[src/ppsa_pkg.sv]
// Package: constants, arctangent table and pipeline data types for the steering angle block.
package ppsa_pkg;

	// Number of CORDIC rotation cells (range 8..30)
	localparam int CORDIC_STAGES = 16;
	localparam int CORDIC_N      = (CORDIC_STAGES > 30) ? 30 : CORDIC_STAGES;

	// Field and datapath widths
	localparam int GOAL_W   = 32;
	localparam int WB_W     = 21;
	localparam int ANGLE_W  = 15;
	localparam int WIDE_W   = 64;
	localparam int Z_W      = 32;
	localparam int SHIFT_W  = 5;

	// Wheelbase reset value, 2.789 m in Q5.16
	localparam logic [WB_W-1:0] WB_RESET = WB_W'(182780);

	// pi/2 in Q2.30, clamp limit for the angle accumulator
	localparam logic signed [Z_W-1:0] ANG_HALF_PI = Z_W'(1686629713);

	// atan(2^-i) in Q2.30
	localparam logic signed [Z_W-1:0] ATAN_TAB [30] = '{
		32'h3243F6A8, 32'h1DAC6705, 32'h0FADBAFC, 32'h07F56EA6, 32'h03FEAB76, 32'h01FFD55B,
		32'h00FFFAAA, 32'h007FFF55, 32'h003FFFEA, 32'h001FFFFD, 32'h000FFFFF, 32'h0007FFFF,
		32'h0003FFFF, 32'h0001FFFF, 32'h0000FFFF, 32'h00007FFF, 32'h00003FFF, 32'h00001FFF,
		32'h00000FFF, 32'h000007FF, 32'h000003FF, 32'h000001FF, 32'h000000FF, 32'h0000007F,
		32'h0000003F, 32'h0000001F, 32'h0000000F, 32'h00000008, 32'h00000004, 32'h00000002
	};

	// Vector and angle state carried from cell to cell
	typedef struct packed {
		logic signed [WIDE_W-1:0] cx;
		logic signed [WIDE_W-1:0] cy;
		logic signed [Z_W-1:0]    z;
		logic                     yneg;
		logic                     zero;
	} cordic_data_t;

endpackage

[src/ppsa_cell.sv]
// One CORDIC vectoring cell: a fixed-shift micro-rotation and its output register.
module ppsa_cell (
	input  logic                                clk,
	input  logic                                arst_n,
	input  logic [ppsa_pkg::SHIFT_W-1:0]        shift,
	input  logic signed [ppsa_pkg::Z_W-1:0]     angle,
	input  logic                                in_valid,
	output logic                                in_ready,
	input  ppsa_pkg::cordic_data_t              in_data,
	output logic                                out_valid,
	input  logic                                out_ready,
	output ppsa_pkg::cordic_data_t              out_data
);
	import ppsa_pkg::*;

	logic                     valid_q;
	cordic_data_t             data_q;
	cordic_data_t             nxt;
	logic signed [WIDE_W-1:0] dx, dy;

	assign in_ready = !valid_q || out_ready;

	// rotate toward the x axis by the sign of y
	always_comb begin
		dx  = in_data.cy >>> shift;
		dy  = in_data.cx >>> shift;
		nxt = in_data;
		if (!in_data.cy[WIDE_W-1]) begin
			nxt.cx = in_data.cx + dx;
			nxt.cy = in_data.cy - dy;
			nxt.z  = in_data.z + angle;
		end else begin
			nxt.cx = in_data.cx - dx;
			nxt.cy = in_data.cy + dy;
			nxt.z  = in_data.z - angle;
		end
	end

	always_ff @(posedge clk or negedge arst_n) begin
		if (!arst_n) begin
			valid_q <= 1'b0;
		end else if (in_ready) begin
			valid_q <= in_valid;
		end
	end

	always_ff @(posedge clk) begin
		if (in_ready) begin
			data_q <= nxt;
		end
	end

	assign out_valid = valid_q;
	assign out_data  = data_q;

endmodule
[config.mk]
export PLATFORM = sky130hd
export DESIGN_NAME = ppsa_cell
export DESIGN_NICKNAME = d
export VERILOG_FILES = /design/src/ppsa_pkg.sv /design/src/ppsa_cell.sv
export SDC_FILE = /design/constraint.sdc
export NUM_CORES = 1
export LEC_CHECK = 0
export BUFFER_PORTS_ARGS = -buffer_cell sky130_fd_sc_hd__clkbuf_2
export CAP_MARGIN = 10
export CORE_MARGIN = 1
export CORE_UTILIZATION = 45
export DETAILED_ROUTE_END_ITERATION = 8
export SLEW_MARGIN = 15
export SYNTH_ARGS = -nofsm -noshare
export SYNTH_HDL_FRONTEND = slang
export SYNTH_SLANG_ARGS = --single-unit
[constraint.sdc]
create_clock -name clk -period 6.9 [get_ports clk]
set_input_delay 1.035 -clock clk [delete_from_list [all_inputs] [get_ports clk]]
set_output_delay 1.035 -clock clk [all_outputs]
set_load 0.005 [all_outputs]
==> key figures, run 1 <==
Timing
  – Slew Limit Fails: 0
  – Final Critical Period: 6.78 ns
  – Worst Tran Pin Value: 0.923 ns
  – Worst Skew: 0.0192 ns
  – Setup TNS: 0 ns
  – Final period util: 0.982
  – Final setup viols: 0
  – Fmax: 148 MHz
  – Setup WS post-layout: 0.121 ns
  – Final Hold Violating Endpoints: 0
  – Slew headroom: 0.381

Routing
  – Iteration-0 DRC Markers: 3,380
  – Drc violations: 0
  – Detailed-route via count: 31,600
  – Post-route ant nets: 0
  – Wirelength per Cell: 24.2 um
  – Vias per cell: 6.17
  – Total iterations of the first detailed-routing run: 5
  – Final WL: 124,000 um

Synthesis
  – FF+latch count, synth: 163
  – Post-Synthesis Net Count: 3,481
  – Area contributors post-synth: edfxtp_1, mux4_2, ha_1, mux2i_1, xnor2_1
  – Ys async rst share: 0.00613
  – Post-synth EDFFs: 162
  – Syn Area/Cell: 8.97 sq um
  – Yosys top cell area share: 0.175
  – Main synth FF type: edfxtp_1
  – Synthesized cell area: 27,800 sq um
  – Register area share after synthesis: 0.176
  – Synth Instances: 3,101
  – Post-synth top area cell: edfxtp_1
  – Warnings, synthesis: 0
  – Post-synth cell types: 105

Cells and area
  – Final std cells w/o fill: 5,126
  – # fillers: 5,175
  – Layout cells sized above 1: 0.411
  – Multi-input logic area: 21,900 sq um
  – FF/Latch Area: 4890 sq um
  – Most common cell after layout, fill and taps aside: buf_4
  – P&R area growth vs syn: 38.8%
  – Total Nets Final: 4,708
  – Most frequent cells in the layout: buf_4, clkbuf_2, nand2_1
  – Final Core Density: 0.636

Setup path
  – Crit end category: flip-flop
  – WS Path Type: input pin to flip-flop
  – CP most frequent cell: buf_4
  – Crit-path max FO: 5
  – CP Launch Point: shift[2]
  – Slowest cell on the critical path: mux4_4
  – Number of cells on the worst reg-to-reg path: 3
  – Crit path launch type: input pin
  – Crit-path max cell delay: 0.66 ns
  – FF-to-FF Start: out_valid
  – CP Data Required Time: 7.16 ns
  – Worst Path Arrival: 7.04 ns

Clocking
  – Worst skew pair latency: 0.50 ns
  – Buffer type at the clock tree root: clkbuf_16
  – Total CTS buffers: 17
  – CTS clk-pin slew, worst paths: 0.09 ns
  – CTS Buffer Depth: 2
  – # clock sinks: 163
  – H-tree levels: 4
  – CTS tree: done

Pwr
  – Internal: 4.56 mW
  – Seq pwr share: 0.214
  – NetSw: 3.32 mW
  – Pwr dens: 204 nW/um^2
  – Overall power: 7.88 mW
  – Gate power share: 0.657
  – Switch share: 0.421
  – P_leak: 17.7 nW
  – Clock power share: 0.129
  – VDD IR max: 218 uV

Job
  – Maxcap violations: 0

Die
  – Site Rows: 90
  – Die Wd: 251 um
  – Core Region: 60,700 sq um
  – Die height: 251 um
  – I/O pin total: 367
  – Starting density of the core: 0.458
  – Die ar.: 62,800 sq um

GRT
  – First-pass GRT wire length: 185,000 um
  – Total gr overflow: 0
  – Pin count of the biggest net entering global routing: 91
  – Initial antenna violation count: 4
  – Vias in the first global route: 31,000
  – Overall global routing resource usage: 0.385

Placed design
  – Placed cell count: 5,089
  – Pre-CTS setup slack: -0.836 ns
  – GP Congestion: 1.05
  – Hpwl dp: 102,000 um
  – # port buffers: 366

Hold path
  – Hold WC Path Type: input pin to async pin

Status
  – Status: finished, final reports clean
## synthesized netlist by cell type (18+ instances only)
master / n
o21ai_0: 151
nand2b_1: 28
a211oi_1: 34
o21bai_1: 26
o31ai_1: 19
inv_1: 76
nor3_1: 56
edfxtp_1: 162
and3_1: 31
nand2_1: 295
ha_1: 174
xnor2_1: 183
xor2_1: 103
a21oi_1: 277
a31oi_1: 67
mux2_2: 66
clkbuf_1: 77
and2_1: 30
a21o_1: 89
o22ai_1: 29
mux4_1: 21
mux2i_1: 161
a221oi_1: 21
nand3_1: 54
nand4_1: 31
o211ai_1: 18
buf_6: 18
mux4_2: 172
buf_2: 59
nor2_1: 254
buf_1: 18
o21a_1: 33
nor2b_1: 23
## sequential cells by signal, summed over array words and instances (netlist names)
signal / count
out_data: 162
out_valid: 1
## per-layer routing
layer	track usage	vias up	wire length [um]
li1	-	14400	-
met1	0.512	15300	51600
met2	0.618	1674	56400
met3	0.0710	249	11300
met4	0.147	0	4730
met5	0	-	0
## metrics by stage
| step | instance area (sq um) | hold WS, ns |
|---|---|---|
| 2_1_floorplan | 27900 | 0.739 |
| 3_3_place_gp | 37700 | 0.810 |
| 3_5_place_dp | 37700 | 0.811 |
| 4_1_cts | 38300 | 0.259 |
| 5_1_grt | 38600 | 0.266 |
| 6_report | 38600 | 0.284 |
## kinds of logic (layout without fill, tap and decap cells)
kind of cell	count (synthesis)	after routing	synth area share
adders and majority gates	177	177	0.0804
xor gates and xnor gates	287	287	0.0907
muxes	424	424	0.247
buffers and inverters	265	1505	0.0473
and+or+nand+nor	894	894	0.155
other	0	3	0
AOI/OAI and AO/OA	891	891	0.204
DFF	163	163	0.176
## path summary, 6_finish.rpt
kind / end / slack (ns)
hold reg to reg: out_data[109] / 1.12
max in group asynchronous: out_valid / 6.53
setup reg to reg: out_data[96] / 4.60
min in group clk: out_valid / 0.71
hold / removal: out_valid / 0.28
setup / recovery: out_data[159] / 0.12
## worst max-delay path, delay by kind of cell
family	cells	cell delay, ns
AND/OR/NAND/NOR	6	1.17
adder cells (fa/ha/maj)	1	0.33
AO/OA/AOI/OAI	9	2.06
multiplexers	3	1.34
buffers and inverters	5	0.87
XOR/XNOR	1	0.20
## area by class of cell
type,count,share of cell area
Clock inverter,15,0.00431
Multi-Input combinational cell,2673,0.568
Timing Repair Buffer,1394,0.256
Sequential cell,163,0.127
Tap cell,782,0.0253
Inverter,79,0.00791
Antenna cell,3,0.000194
Clock buffer,17,0.0110
## power by group through the flow
stage | combinational (mW) | sequential [mW] | clock [mW]
3_5_place_dp | 4.99 | 1.70 | 0
3_3_place_gp | 4.92 | 1.69 | 0
4_1_cts | 5.04 | 1.69 | 1.03
2_1_floorplan | 2.49 | 1.74 | 0
5_1_grt | 5.53 | 1.71 | 1.06
6_report | 5.18 | 1.69 | 1.02
## timing repair
item                       in CTS  in global routing
pin swaps                       0                  9
resized for setup               8                 71
setup endpoints to repair      11                 31
hold buffers                    0                  0
setup buffers                   0                  2
(Power assumes the default switching activity.)
==> run 2: changes to the inputs <==
==> constraint.sdc (replaced) <==
create_clock -name clk -period 8.7 [get_ports clk]
set_input_delay 1.305 -clock clk [delete_from_list [all_inputs] [get_ports clk]]
set_output_delay 1.305 -clock clk [all_outputs]
set_load 0.005 [all_outputs]
==> run 2 against run 1 <==
Compared with the run above:
- clock power decreased by 23%
- worst hold slack improved by 0.29 ns
- sequential cell count unchanged
- non-clock buffer count decreased by 826
- largest cell class unchanged
- largest power group unchanged
- highest routed layer is now met5
==> key figures, run 2 (synthesis gave the netlist of run 1 again) <==
Status
  – Status: finished, final reports clean

Timing
  – Setup TNS: 0 ns
  – Worst Tran Pin Value: 1.23 ns
  – Slew headroom: 0.156
  – Slew Limit Fails: 0
  – Final setup viols: 0
  – RSZ-0062 raised after global routing: false
  – Final Hold Violating Endpoints: 0
  – Fmax: 127 MHz
  – Final Critical Period: 7.88 ns
  – Worst Skew: 0.00819 ns
  – Final period util: 0.906
  – Hold_ws: 0.569 ns

Cells and area
  – Final std cells w/o fill: 4,298
  – Most frequent cells in the layout: clkbuf_2, nand2_1, a21oi_1
  – P&R area growth vs syn: 14.4%
  – Total Nets Final: 3,882
  – # fillers: 5,707
  – Multi-input logic area: 21,600 sq um
  – FF/Latch Area: 4890 sq um
  – Fin area: 31,800 sq um
  – Max FFs per register: 162
  – Layout cells sized above 1: 0.255
  – Most common cell after layout, fill and taps aside: clkbuf_2

Die
  – I/O pin total: 367
  – Die height: 251 um
  – Die ar.: 62,800 sq um
  – Starting density of the core: 0.458
  – Core Region: 60,700 sq um
  – Die Wd: 251 um
  – Site Rows: 90

Placed design
  – GP Congestion: 1.03
  – Placed cell count: 4,265
  – Area post-placement: 31,200 sq um
  – Hpwl dp: 89,000 um
  – # port buffers: 366

Clocking
  – CTS Hold Buffers Added: 0
  – CTS tree: done
  – CTS Buffer Depth: 2
  – Worst skew pair latency: 0.50 ns
  – # clock sinks: 163
  – Setup bufs post-CTS: 0
  – Post-CTS Resized: 0
  – Total CTS buffers: 17
  – H-tree levels: 4
  – Buffer type at the clock tree root: clkbuf_16
  – CTS clk-pin slew, worst paths: 0.07 ns

Routing
  – Total iterations of the first detailed-routing run: 6
  – Post-route ant nets: 0
  – Wirelength per Cell: 26.3 um
  – Drc violations: 0
  – Vias per cell: 6.58
  – Iteration-0 DRC Markers: 2,897
  – Final WL: 113,000 um
  – Detailed-route via count: 28,300

Setup path
  – Worst Path Arrival: 8.12 ns
  – WS Path Type: input pin to flip-flop
  – Crit end category: flip-flop
  – Crit-path max FO: 53
  – Number of cells on the worst reg-to-reg path: 2
  – Crit path launch type: input pin
  – CP Data Required Time: 8.94 ns

Job
  – Maxcap violations: 0

GRT
  – First-pass GRT wire length: 168,000 um
  – Pin count of the biggest net entering global routing: 96
  – Vias in the first global route: 27,200
  – Total gr overflow: 0
  – Overall global routing resource usage: 0.352
  – Initial antenna violation count: 6

Pwr
  – Pwr dens: 168 nW/um^2
  – P_leak: 13.6 nW
  – VDD IR max: 169 uV

Hold path
  – Hold WC Path Type: input pin to async pin
## run 2: path summary, 6_finish.rpt
check	from	endpoint	slack (ns)
setup reg to reg	out_valid	out_data[79]	6.83
hold / removal	arst_n	out_valid	0.57
max in group asynchronous	arst_n	out_valid	8.05
setup / recovery	shift[0]	out_data[159]	0.82
min in group clk	out_valid	out_valid	0.85
hold reg to reg	out_valid	out_valid	0.85
## run 2: power by group
part | internal, mW | switching (mW)
combinational | 1.38 | 1.85
sequential | 1.25 | 0.0847
clock | 0.402 | 0.387
## run 2: worst max-delay path, stage by stage
cell	delay, ns
buf_6	0.49
mux4_2	0.67
mux2_2	0.31
a21o_1	0.16
a211oi_1	0.71
o21ai_1	0.34
nor3_4	0.25
buf_4	0.17
a21oi_1	0.07
xor2_1	0.18
ha_1	0.37
nand2_1	0.10
a2111oi_0	0.51
or2_2	0.21
a31oi_1	0.10
a211oi_1	0.49
a211oi_1	0.26
nor4_1	0.41
buf_4	0.19
o41ai_1	0.08
buf_4	0.16
o31a_1	0.28
mux2i_1	0.17
nand3_1	0.08
## run 2: cell type report
| type | count | share of cell area |
|---|---|---|
| Clock inverter | 14 | 0.00468 |
| Antenna cell | 1 | 0.0000787 |
| Sequential cell | 163 | 0.154 |
| Clock buffer | 18 | 0.0135 |
| Inverter | 79 | 0.00952 |
| Timing Repair Buffer | 568 | 0.108 |
| Multi-Input combinational cell | 2673 | 0.679 |
| Tap cell | 782 | 0.0308 |
## run 2: per-stage QoR
step / setup slack, ns / power [mW] / util
6_report: 0.819 / 5.35 / 0.524
5_1_grt: 0.382 / 5.68 / 0.524
4_1_cts: 0.870 / 5.33 / 0.524
3_5_place_dp: 0.355 / 4.51 / 0.515
3_3_place_gp: 0.459 / 4.50 / 0.515
2_1_floorplan: 1.08 / 3.34 / -
## run 2: per-layer routing
layer  part of all wire  global-route usage  vias to the layer above
met5           0.000080                   0                        -
met4              0.042               0.149                        2
met3              0.092              0.0701                      276
met2               0.45               0.553                     1583
met1               0.42               0.471                    13700
li1                   -                   -                    12700
